`src/rtl/abiod_pkg.sv`:
```
package abiod_pkg;

  localparam int unsigned SpriteBytesDefault = 96;

  localparam logic [15:0] AddrSpriteBase = 16'h9820;
  localparam logic [15:0] AddrSpriteLast = 16'h987f;
  localparam logic [15:0] AddrPlayerOne  = 16'hb000;
  localparam logic [15:0] AddrPlayerTwo  = 16'hb001;
  localparam logic [15:0] AddrStart      = 16'hb002;
  localparam logic [15:0] AddrDipA       = 16'hb004;
  localparam logic [15:0] AddrDipB       = 16'hb005;
  localparam logic [15:0] AddrNmiEnable  = 16'hb000;
  localparam logic [15:0] AddrMailboxWr  = 16'hb800;
  localparam logic [15:0] AddrSndStatus  = 16'hff00;
  localparam logic [15:0] AddrMailboxRd  = 16'h6000;
  localparam logic [7:0]  SndStatusByte  = 8'h7f;

  localparam logic [6:0] PortChip0 = 7'h00;
  localparam logic [6:0] PortChip1 = 7'h08;
  localparam logic [6:0] PortChip2 = 7'h40;

  localparam logic [1:0] Chip0 = 2'd0;
  localparam logic [1:0] Chip1 = 2'd1;
  localparam logic [1:0] Chip2 = 2'd2;

  localparam int unsigned CfgIdxW = 1;
  localparam logic [CfgIdxW-1:0] CfgDipA = 1'b0;
  localparam logic [CfgIdxW-1:0] CfgDipB = 1'b1;

  typedef enum logic [1:0] {
    KIND_MAIN_RD  = 2'd0,
    KIND_MAIN_WR  = 2'd1,
    KIND_SND_RD   = 2'd2,
    KIND_PORT_WR  = 2'd3
  } kind_e;

  typedef enum logic {
    ST_IDLE   = 1'b0,
    ST_RESULT = 1'b1
  } state_e;

  typedef struct packed {
    kind_e       kind;
    logic [15:0] address;
    logic [7:0]  write_data;
    logic [6:0]  player_one_buttons;
    logic [6:0]  player_two_buttons;
  } item_t;

  typedef struct packed {
    logic [7:0] read_data;
    logic       nmi_enabled;
    logic       psg_strobe;
    logic [1:0] psg_chip;
    logic       psg_is_data;
    logic [7:0] psg_byte;
  } result_t;

  typedef struct packed {
    logic       sprite_rd;
    logic       sprite_wr;
    logic       nmi_wr;
    logic       nmi_val;
    logic       mbox_wr;
    logic       mbox_clr;
    result_t    res;
  } dec_t;

  function automatic logic [7:0] pack_player(logic [6:0] b);
    pack_player = {3'b000, b[6], b[3], b[2], b[4], b[5]};
  endfunction

endpackage

```
`src/rtl/arcade_bus_io_decoder.sv`:
```
// Bus-side I/O decoder for a two-CPU arcade board.
// Each input transaction on in_item_i is one bus access: a main-CPU read or
// write, a sound-CPU read, or a sound-CPU port write. Every access returns
// exactly one result transaction on out_res_o carrying the read byte, the
// NMI-enable state after the access and the decoded sound-chip strobe.
// The user must load the DIP bytes through the configuration write port
// only while idle; the block does not enforce this. An access is decoded in
// the cycle it is accepted; register side effects and sprite RAM writes take
// place at that edge. The sprite RAM read is registered, after which the
// result is loaded into the output register. The block takes no new access
// until the result of the last one has moved into the output register.
// A new access is accepted while a finished result still waits in the output
// register; when the receiver stalls, the next result is held in the RAM
// read stage until the output register frees up.
// Reset clears the NMI flag, the sound mailbox, the DIP bytes and the sprite
// entry valid bits, so unwritten sprite bytes read as zero at once.
module arcade_bus_io_decoder #(
  parameter int unsigned SPRITE_BYTES = abiod_pkg::SpriteBytesDefault
) (
  input  logic                            clk_i,
  input  logic                            rst_ni,
  input  logic                            cfg_we_i,
  input  logic [abiod_pkg::CfgIdxW-1:0]   cfg_index_i,
  input  logic [7:0]                      cfg_data_i,
  input  logic                            in_valid_i,
  output logic                            in_ready_o,
  input  abiod_pkg::item_t                in_item_i,
  output logic                            out_valid_o,
  input  logic                            out_ready_i,
  output abiod_pkg::result_t              out_res_o
);

  localparam int unsigned IdxW = $clog2(SPRITE_BYTES);

  abiod_pkg::state_e  state_q, state_d;
  abiod_pkg::dec_t    dec;
  abiod_pkg::result_t part_q, part_d, out_q, out_d;
  logic [IdxW-1:0]    sprite_idx;
  logic [7:0]         dip_a_q, dip_b_q, mbox_q;
  logic               nmi_q;
  logic [SPRITE_BYTES-1:0] valid_q;
  logic               use_ram_q;
  logic               out_valid_q;
  logic               accept, out_load;
  logic [7:0]         ram_rdata;

  abiod_decode #(
    .SPRITE_BYTES(SPRITE_BYTES)
  ) u_decode (
    .item_i      (in_item_i),
    .dip_a_i     (dip_a_q),
    .dip_b_i     (dip_b_q),
    .mailbox_i   (mbox_q),
    .dec_o       (dec),
    .sprite_idx_o(sprite_idx)
  );

  abiod_ram #(
    .WIDTH(8),
    .DEPTH(SPRITE_BYTES)
  ) u_sprite_ram (
    .clk_i  (clk_i),
    .we_i   (accept & dec.sprite_wr),
    .re_i   (accept & dec.sprite_rd),
    .addr_i (sprite_idx),
    .wdata_i(in_item_i.write_data),
    .rdata_o(ram_rdata)
  );

  assign accept   = in_valid_i & in_ready_o;
  assign out_load = (state_q == abiod_pkg::ST_RESULT) & (~out_valid_q | out_ready_i);

  always_comb begin
    state_d = state_q;
    unique case (state_q)
      abiod_pkg::ST_IDLE: begin
        if (in_valid_i) begin
          state_d = abiod_pkg::ST_RESULT;
        end
      end
      abiod_pkg::ST_RESULT: begin
        if (~out_valid_q | out_ready_i) begin
          state_d = abiod_pkg::ST_IDLE;
        end
      end
      default: begin
        state_d = abiod_pkg::ST_IDLE;
      end
    endcase
  end

  always_comb begin
    in_ready_o = (state_q == abiod_pkg::ST_IDLE);
  end

  always_comb begin
    part_d = dec.res;
    out_d  = part_q;
    out_d.nmi_enabled = nmi_q;
    if (use_ram_q) begin
      out_d.read_data = ram_rdata;
    end
  end

  always_ff @(posedge clk_i or negedge rst_ni) begin
    if (!rst_ni) begin
      state_q     <= abiod_pkg::ST_IDLE;
      out_valid_q <= 1'b0;
      dip_a_q     <= 8'h00;
      dip_b_q     <= 8'h00;
      mbox_q      <= 8'h00;
      nmi_q       <= 1'b0;
      valid_q     <= '0;
    end else begin
      state_q <= state_d;
      if (out_load) begin
        out_valid_q <= 1'b1;
      end else if (out_ready_i) begin
        out_valid_q <= 1'b0;
      end
      if (cfg_we_i) begin
        unique case (cfg_index_i)
          abiod_pkg::CfgDipA: dip_a_q <= cfg_data_i;
          abiod_pkg::CfgDipB: dip_b_q <= cfg_data_i;
          default: dip_a_q <= dip_a_q;
        endcase
      end
      if (accept) begin
        if (dec.nmi_wr) begin
          nmi_q <= dec.nmi_val;
        end
        if (dec.mbox_wr) begin
          mbox_q <= in_item_i.write_data;
        end else if (dec.mbox_clr) begin
          mbox_q <= 8'h00;
        end
        if (dec.sprite_wr) begin
          valid_q[sprite_idx] <= 1'b1;
        end
      end
    end
  end

  always_ff @(posedge clk_i) begin
    if (accept) begin
      part_q    <= part_d;
      use_ram_q <= dec.sprite_rd & valid_q[sprite_idx];
    end
    if (out_load) begin
      out_q <= out_d;
    end
  end

  assign out_valid_o = out_valid_q;
  assign out_res_o   = out_q;

endmodule

```
`src/rtl/abiod_ram.sv`:
```
module abiod_ram #(
  parameter int unsigned WIDTH = 8,
  parameter int unsigned DEPTH = abiod_pkg::SpriteBytesDefault
) (
  input  logic                     clk_i,
  input  logic                     we_i,
  input  logic                     re_i,
  input  logic [$clog2(DEPTH)-1:0] addr_i,
  input  logic [WIDTH-1:0]         wdata_i,
  output logic [WIDTH-1:0]         rdata_o
);

  logic [WIDTH-1:0] mem_q [DEPTH];
  logic [WIDTH-1:0] rdata_q;

  always_ff @(posedge clk_i) begin
    if (we_i) begin
      mem_q[addr_i] <= wdata_i;
    end
    if (re_i) begin
      rdata_q <= mem_q[addr_i];
    end
  end

  assign rdata_o = rdata_q;

endmodule

```
`src/rtl/abiod_decode.sv`:
```
module abiod_decode #(
  parameter int unsigned SPRITE_BYTES = abiod_pkg::SpriteBytesDefault
) (
  input  abiod_pkg::item_t                item_i,
  input  logic [7:0]                      dip_a_i,
  input  logic [7:0]                      dip_b_i,
  input  logic [7:0]                      mailbox_i,
  output abiod_pkg::dec_t                 dec_o,
  output logic [$clog2(SPRITE_BYTES)-1:0] sprite_idx_o
);

  localparam int unsigned IdxW = $clog2(SPRITE_BYTES);

  logic [15:0] offset;
  logic        in_window;
  logic [7:0]  port;

  assign offset    = item_i.address - abiod_pkg::AddrSpriteBase;
  assign in_window = (item_i.address >= abiod_pkg::AddrSpriteBase) &&
                     ({1'b0, offset} < 17'(SPRITE_BYTES));
  assign sprite_idx_o = offset[IdxW-1:0];
  assign port = item_i.address[7:0];

  always_comb begin
    dec_o = '0;
    unique case (item_i.kind)
      abiod_pkg::KIND_MAIN_RD: begin
        priority if (in_window) begin
          dec_o.sprite_rd = 1'b1;
        end else if (item_i.address == abiod_pkg::AddrPlayerOne) begin
          dec_o.res.read_data = abiod_pkg::pack_player(item_i.player_one_buttons);
        end else if (item_i.address == abiod_pkg::AddrPlayerTwo) begin
          dec_o.res.read_data = abiod_pkg::pack_player(item_i.player_two_buttons);
        end else if (item_i.address == abiod_pkg::AddrStart) begin
          dec_o.res.read_data = {4'b0000,
                                 item_i.player_two_buttons[1], item_i.player_one_buttons[1],
                                 item_i.player_two_buttons[0], item_i.player_one_buttons[0]};
        end else if (item_i.address == abiod_pkg::AddrDipA) begin
          dec_o.res.read_data = dip_a_i;
        end else if (item_i.address == abiod_pkg::AddrDipB) begin
          dec_o.res.read_data = dip_b_i;
        end else begin
          dec_o.res.read_data = 8'h00;
        end
      end
      abiod_pkg::KIND_MAIN_WR: begin
        priority if (in_window) begin
          dec_o.sprite_wr = 1'b1;
        end else if (item_i.address == abiod_pkg::AddrNmiEnable) begin
          dec_o.nmi_wr  = 1'b1;
          dec_o.nmi_val = (item_i.write_data != 8'h00);
        end else if (item_i.address == abiod_pkg::AddrMailboxWr) begin
          dec_o.mbox_wr = 1'b1;
        end else begin
          dec_o.mbox_wr = 1'b0;
        end
      end
      abiod_pkg::KIND_SND_RD: begin
        priority if (item_i.address == abiod_pkg::AddrSndStatus) begin
          dec_o.res.read_data = abiod_pkg::SndStatusByte;
        end else if (item_i.address == abiod_pkg::AddrMailboxRd) begin
          dec_o.res.read_data = mailbox_i;
          dec_o.mbox_clr      = 1'b1;
        end else begin
          dec_o.res.read_data = 8'h00;
        end
      end
      abiod_pkg::KIND_PORT_WR: begin
        unique case (port[7:1])
          abiod_pkg::PortChip0: begin
            dec_o.res.psg_strobe = 1'b1;
            dec_o.res.psg_chip   = abiod_pkg::Chip0;
          end
          abiod_pkg::PortChip1: begin
            dec_o.res.psg_strobe = 1'b1;
            dec_o.res.psg_chip   = abiod_pkg::Chip1;
          end
          abiod_pkg::PortChip2: begin
            dec_o.res.psg_strobe = 1'b1;
            dec_o.res.psg_chip   = abiod_pkg::Chip2;
          end
          default: begin
            dec_o.res.psg_strobe = 1'b0;
          end
        endcase
        if (dec_o.res.psg_strobe) begin
          dec_o.res.psg_is_data = port[0];
          dec_o.res.psg_byte    = item_i.write_data;
        end
      end
      default: begin
        dec_o = '0;
      end
    endcase
  end

endmodule
```
`config.mk`:
```
export PLATFORM = sky130hd
export DESIGN_NAME = arcade_bus_io_decoder
export DESIGN_NICKNAME = d
export VERILOG_FILES = /design/src/rtl/abiod_pkg.sv /design/src/rtl/arcade_bus_io_decoder.sv /design/src/rtl/abiod_ram.sv /design/src/rtl/abiod_decode.sv
export SDC_FILE = /design/constraint.sdc
export NUM_CORES = 1
export LEC_CHECK = 0
export BUFFER_PORTS_ARGS = -buffer_cell sky130_fd_sc_hd__buf_4
export CAP_MARGIN = 20
export CORE_MARGIN = 10
export CORE_UTILIZATION = 55
export CTS_CLUSTER_DIAMETER = 60
export CTS_CLUSTER_SIZE = 28
export DETAILED_ROUTE_END_ITERATION = 8
export GPL_TIMING_DRIVEN = 0
export PLACE_DENSITY = 0.78
export SYNTH_ARGS = -nofsm -noshare
export SYNTH_HDL_FRONTEND = slang
export SYNTH_SLANG_ARGS = --single-unit
export TNS_END_PERCENT = 5
```
`constraint.sdc`:
```
create_clock -name clk_i -period 2.7 [get_ports clk_i]
set_input_delay 0.27 -clock clk_i [delete_from_list [all_inputs] [get_ports clk_i]]
set_output_delay 0.27 -clock clk_i [all_outputs]
set_load 0.03 [all_outputs]
```
== Word level (Yosys, flattened, before mapping) ==
Memory sizes are Yosys's and may differ from the RTL's. A register that Yosys moved wholly into a read port is not among the register bits.
Cells that the tools add are included.
Widths: inputs -> output; s select.

* Output and inout bits: 23
* Word-level logic and storage cells: 98
* Bits in registers: 165
* Memories kept: 1
* Input port bits: 54
* Bits in writable memories: 768

{| class="wikitable"
|+ Memories
! memory !! depth !! bits a word !! rd ports !! clocked after memory_dff !! write ports !! line !! text
|-
| u_sprite_ram.mem_q || 96 || 8 || 1 || 1 || 1 || abiod_ram.sv:13 || <nowiki>logic [WIDTH-1:0] mem_q [DEPTH];</nowiki>
|}

* $lt $le $gt $ge: 4
* Muxes and demuxes: 36
* Equal/unequal tests: 13
* Reduce and logical (&&, ||, !) cells: 14
* Bitwise operators: 10
* Add/sub/neg operators: 1

{| class="wikitable"
|+ Operators with widths
! cell !! number
|-
| $eq 16x16->1 const B || 7
|-
| $or 96x96->96 || 1
|-
| $mux 8 || 11
|-
| $mux 1 || 17
|-
| $eq 16x15->1 const B || 1
|-
| $ge 16x16->1 const B || 1
|-
| $lt 16x7->1 const B || 1
|-
| $pmux 8 s2 || 1
|-
| $sub 16x16->16 const B || 1
|-
| $reduce_and 2->1 || 6
|-
| $lt 7x8->1 const B || 1
|-
| $reduce_bool 8->1 || 1
|-
| $bmux 1 s7 || 1
|-
| $demux 1 s7 || 1
|-
| $eq 7x4->1 const B || 1
|-
| $eq 7x7->1 const B || 1
|-
| $ge 7x1->1 const B || 1
|-
| $logic_not 7->1 || 1
|-
| $and 1x1->1 || 5
|-
| $eq 2x2->1 const B || 2
|-
| $mux 4 || 1
|-
| $pmux 2 s2 || 1
|-
| $reduce_bool 2->1 || 2
|-
| $mux 3 || 1
|-
| other kinds (8) || 11
|}

== Depth between registers and ports, before layout ==
* Depth in word-level cells: 8
* Gate-level depth with buffers: 10
* Gate-level depth less buffers: 7

== Cells and area by module ==
Synthesis repeated with hierarchy kept, for this count alone.

* Cells, all modules: 2,079
* Area total of the unflattened synthesis: 37,714.9 µm²

{| class="wikitable"
|+ Modules (own cells, without submodules)
! module !! instances !! sequential area each (µm²) !! cells an instance !! area each (µm²)
|-
| abiod_ram || 1 || 23,302.3 || 1,506 || 30,225.2
|-
| arcade_bus_io_decoder || 1 || 4,339.2 || 461 || 6,653.9
|-
| abiod_decode || 1 || 0.0 || 112 || 835.8
|}

== Worst setup path after synthesis ==
No wires, ideal clock.

* Path kind: in2reg
* Start: input port in_item_i[27] (netlist name)
* End: memory u_sprite_ram.mem_q[67][0] (enable)
* Data arrival time: 2.069 ns
* Path buffers: 2
* Required time: 2.330 ns
* Slack: 0.261 ns
* Setup time: 0.370 ns
* Stages: 9
* Cells stage by stage: inv_2 ha_1 xor2_1 nor3_2 o2111ai_1 nand2b_1 buf_2 buf_2 nor2_1

* Cells in the longest elaborated chain, start to end: 8
* Elaborated cells between the ends (all ways): 9
* Classes of those cells: add/sub: 1; order compare: 2; mux: 4; bitwise: 1; reduce/logical: 1

{| class="wikitable"
|+ Ends and longest elaborated chain
! what !! line !! text
|-
| start, declared || arcade_bus_io_decoder.sv:27 || <nowiki>input abiod_pkg::item_t in_item_i,</nowiki>
|-
| $sub 16x16->16 || abiod_decode.sv:18 || <nowiki>assign offset = item_i.address - abiod_pkg::AddrSpriteBase;</nowiki>
|-
| $lt 16x7->1 || abiod_decode.sv:20 || <nowiki>({1'b0, offset} < 17'(SPRITE_BYTES));</nowiki>
|-
| $logic_and 1x1->1 || abiod_decode.sv:19 || <nowiki>assign in_window = (item_i.address >= abiod_pkg::AddrSpriteBase) &&</nowiki>
|-
| $mux 1 || abiod_decode.sv:47 || <nowiki>priority if (in_window) begin</nowiki>
|-
| $mux 4 || abiod_decode.sv:26 || <nowiki>unique case (item_i.kind)</nowiki>
|-
| $and 1x1->1 || arcade_bus_io_decoder.sv:63 || <nowiki>.we_i (accept & dec.sprite_wr),</nowiki>
|-
| $mux 1 || abiod_ram.sv:17 || <nowiki>if (we_i) begin</nowiki>
|-
| $mux 1 (implied by the code) || abiod_ram.sv:18 || <nowiki>mem_q[addr_i] <= wdata_i;</nowiki>
|-
| end, declared || abiod_ram.sv:13 ||
|}

Several ways; a longest one is shown, not always the timed one.

== Worst setup path after layout ==
* Start: input port in_item_i[25] (netlist name)
* End: register u_sprite_ram.rdata_q[3] (netlist: u_sprite_ram.rdata_o[3]) (read register of u_sprite_ram.mem_q), data pin

* Cells in the longest elaborated chain, start to end: 6
* Elaborated cells between the ends (all ways): 7
* Classes of those cells: add/sub: 1; order compare: 2; mux: 2; bitwise: 1; reduce/logical: 1

{| class="wikitable"
|+ Ends and longest elaborated chain
! what !! line !! text
|-
| $sub 16x16->16 || abiod_decode.sv:18 ||
|-
| $lt 16x7->1 || abiod_decode.sv:20 ||
|-
| $logic_and 1x1->1 || abiod_decode.sv:19 ||
|-
| $mux 1 || abiod_decode.sv:28 || <nowiki>priority if (in_window) begin</nowiki>
|-
| $mux 1 || abiod_decode.sv:26 ||
|-
| $and 1x1->1 || arcade_bus_io_decoder.sv:64 || <nowiki>.re_i (accept & dec.sprite_rd),</nowiki>
|-
| end, declared || abiod_ram.sv:14 || <nowiki>logic [WIDTH-1:0] rdata_q;</nowiki>
|}

Several ways; a longest one is shown, not always the timed one.
A chain may end at the register's enable or synchronous reset.

==> run summary <==
The run finished, with violations left. The checks that failed: negative setup slack. The die extent in y is 280.3 um.

Nature of the critical path endpoint: a flip-flop. For this block, the initial DRC count from the detailed router was 2669. The setup path with the least slack is of type in -> reg. For the pin with the worst max-slew slack, the measured transition is 1.155 ns. At the placement stage, the worst setup path has a slack of -0.9831 ns. The clock passes through at most 3 buffers. The core region is 67160 um2. The post-route minimum period works out to 2.734 ns. The via count of the first global-routing pass was 20180. Share of synthesized registers carrying an async set or reset: 0.1307. The data arrival time of the critical path is 3.07 ns, and the peak per-stage delay on the critical path is 0.61 ns. A synthesized cell averages 19.43 um2. The run gives 0.01427 uW as the reported leakage power.

Measured along the x axis, the die boundary spans 280.3 um. In this run, CTS created clock tree buffers numbering 50. The wire-length estimate of the detail-placed layout is 60810 um. In this run, distinct cell masters in the synthesized netlist total 65. Effective utilization at floorplan: 0.5551. The initialized floorplan defines 95 standard-cell rows. The cell family contributing the most delay on the critical path is buffers and inverters. Across the routed clock network, the largest skew measured is 0.02658 ns. The ratio of routed vias to standard cells is 6.774, and the later-pin clock latency in the skew report is 0.63 ns. The Yosys step of the flow raised 0 warnings. Setup slack of the critical path after layout: -0.03424 ns.

The final-report hold violation count was 0. When the netlist entered floorplanning its net count stood at 1978. The tools report the overall via count from detail_route as 20300. The signal on the critical path passes through buf_4 > clkbuf_1 > clkbuf_1 > nand2_1 > o22ai_1 > nor2_1 > o221ai_1 > nand3_1.

The first global-routing pass estimated 137200 um of wire. The most frequent cell on the critical path is sky130_fd_sc_hd__clkbuf_1. During placement, the flow inserted port buffers numbering 74.

The tools report the overall track demand over capacity in global routing as 0.2390. The run gives 0 as the count of final max-slew check failures. The worst hold path begins at in_valid_i. The logs give 37280 um2 for the area of the mapped netlist and 0 for the total congestion overflow. The iteration count of the initial detailed-routing pass is 6, and the biggest fanout along the worst timing path is 10. The H-tree was split into 2 levels. Relative to the synthesized area, the layout overhead comes to 13.32%.

The worst slew margin relative to its limit is 0.2261. With fillers left out, the area of the finished cells amounts to 42240 um2. The die footprint was 78590 um2. For the initial antenna violation count, the log shows 1.

Leaving out fill and tap cells, the most frequent cell in the layout is sky130_fd_sc_hd__edfxtp_1. IR analysis of the VDD net gives a maximum drop of 0.4427 mV. The class of the tightest hold or removal check is in -> reg.

Fill cells in the final layout number 4336. The tool flagged a number of max-cap violations equal to 0. The setup check on the worst reg-to-reg path leaves a slack of 0.02 ns.

Flip-flop and latch count after synthesis: 941. The part of the cycle the worst path needs is 1.013. Setup repair after global routing could not meet its margin everywhere. STA classifies the critical path startpoint as an input pin. The logs give 3.04 ns for the data required time at the worst endpoint and 39020 um2 for the post-place instance area. Static timing analysis puts the maximum clock frequency at 0.3657 GHz.

For this design, the slowest cell found on the critical path is sky130_fd_sc_hd__clkbuf_1. The worst hold path passes through 4 cells. For the portion of the post-synthesis area used by sequential elements, the log shows 0.7415.

Power spread over the standard cell area amounts to 635.7 nW/um2. The dominant register cell in the synthesized netlist was sky130_fd_sc_hd__edfxtp_1. In the layout the commonest cells are 818 x sky130_fd_sc_hd__edfxtp_1, 217 x sky130_fd_sc_hd__mux4_2, 123 x sky130_fd_sc_hd__dfrtp_1. The overall power consumption is 26860 uW. In this run the critical register-to-register path is captured at u_sprite_ram.mem_q[2][1]$_DFFE_PP_. Clock tree synthesis found a total of 941 sinks.

The post-detailed-route count of antenna-violating nets came out at 0. The count of nets after finishing is 2147. The share of final-layout standard cells stronger than drive strength 1 came out at 0.3018. In the final routed layout, each cell accounts on average for 31.67 um. The cell count after synthesis came out at 1919. The congestion estimate from routability-driven global placement came to 0.9056.

TritonCTS built the clock tree. The clock transition time at the flip-flop clock pins of the worst setup and hold paths was 0.09 ns; the number of top-level design ports was 77. Counting cells, the worst reg-to-reg path comes to 8.

The critical path contains buffers and inverters numbering 3 combined. Entering global routing, the biggest net connects 100 pins. After detailed routing, the total wire length is 94900 um.

The root buffer cell is sky130_fd_sc_hd__clkbuf_16. The critical path depth is 8, and the number of synthesized flops with an enable pin is 818. The worst hold path endpoint was nmi_q$_DFFE_PN0P_. The startpoint identified for the worst register-to-register timing path is state_q$_DFF_PN0_.

Setup violations remaining at the end of the flow were counted as 2. In the routed design, unresolved DRC markers number 0. The tools report the antenna diode instance count as 0.
-- per-stage QoR --
step / utilization / setup TNS (ns) / hold WS, ns / std cells
after floorplan: - / 0 / -0.02559 / 1919
after global placement: 0.5796 / -582.42 / 0.4055 / 2866
after detailed placement: 0.5811 / -581.06 / 0.2230 / 2871
after CTS: 0.6166 / -71.83 / 0.03645 / 2971
after global routing: 0.6290 / -0.4351 / 0.01372 / 2997
final: 0.6290 / -0.04343 / 0.02183 / 2997
-- final cells by class --
type | count | area (um2) | area share
plain buffers | 109 | 626.9 | 0.01484
flip-flops and latches | 941 | 27640 | 0.6543
clock inverters | 36 | 450.4 | 0.01066
multi-input cells | 854 | 9736 | 0.2305
clock buffers | 52 | 1301 | 0.03080
inverters | 5 | 18.77 | 0.0004443
repair buffers | 127 | 1378 | 0.03261
well taps | 873 | 1092 | 0.02586
-- metal layers --
layer,wire length [um],part of all wire,vias to the layer above,global-route usage
met5,13,0.00014,-,0
met4,4773,0.050,2,0.1090
met3,10230,0.11,276,0.05221
met2,45390,0.48,1377,0.3742
met1,34490,0.36,10540,0.3202
li1,-,-,8106,-
-- timing repair --
item | in CTS | in global routing
hold buffers | 12 | 2
setup buffers | 4 | 23
gates resized for setup | 146 | 65
cloned | 0 | 0
hold endpoints to repair | 137 | 20
pin swaps | 6 | 29
setup endpoints to repair | 774 | 666
-- where the power goes --
group | internal, uW | total (uW) | leakage [uW] | switching (uW)
logic | 657 | 1920 | 0.00437 | 1260
clock network | 4040 | 8990 | 0.000835 | 4950
registers | 15900 | 15900 | 0.00906 | 39.4
-- worst max-delay path by stage --
stage,startpoint,endpoint,slack (ns)
CTS,state_q$_DFF_PN0_,u_sprite_ram.mem_q[35][5]$_DFFE_PP_,-0.30
detailed placement,in_item_i[25],u_sprite_ram.mem_q[25][7]$_DFFE_PP_,-0.98
floorplan,in_item_i[27],u_sprite_ram.mem_q[67][0]$_DFFE_PP_,0.26
global placement,in_item_i[22],u_sprite_ram.mem_q[57][2]$_DFFE_PP_,-1.09
global route,in_item_i[25],u_sprite_ram.rdata_o[3]$_DFFE_PP_,-0.03
finish,in_item_i[25],u_sprite_ram.rdata_o[3]$_DFFE_PP_,-0.03
-- state kept, by name (all words and copies together), names as in the netlist --
signal and flops:
dip_a_q 8, mbox_q 8, out_res_o 21, dip_b_q 8, valid_q 96, out_d 12
part_q 8, out_valid_o 1, u_sprite_ram.rdata_o 8, nmi_q 1, state_q 1, u_sprite_ram.mem_q 768
use_ram_q 1
-- cells by family after synthesis --
kind of cell,Yosys count,synth area share
simple gates,334,0.04323
fa+ha+maj,5,0.001678
xor+xnor,1,0.0002350
mux,278,0.1484
compound gates,236,0.04726
flops,941,0.7415
buf+inv,124,0.01769
-- cell usage after synthesis, drive strengths merged, types with 29 or more instances --
library cell,number,area [um2]
edfxtp,818,24560
mux4,217,4887
nor2,158,615.6
dfrtp,123,3078
buf,67,445.4
a21o,54,405.4
nand2,54,202.7
clkbuf,52,195.2
o21bai,43,330.3
mux2i,32,320.3
nand3,31,160.1
o22ai,31,193.9
mux2,29,326.6
-- tightest hold or removal path, stage by stage --
cell                        delay [ns]
sky130_fd_sc_hd__buf_4            0.12
sky130_fd_sc_hd__nand4bb_4        0.11
sky130_fd_sc_hd__o21ai_0          0.08
sky130_fd_sc_hd__nand2_1          0.05
Note: power is estimated with default switching activity, not from simulation.
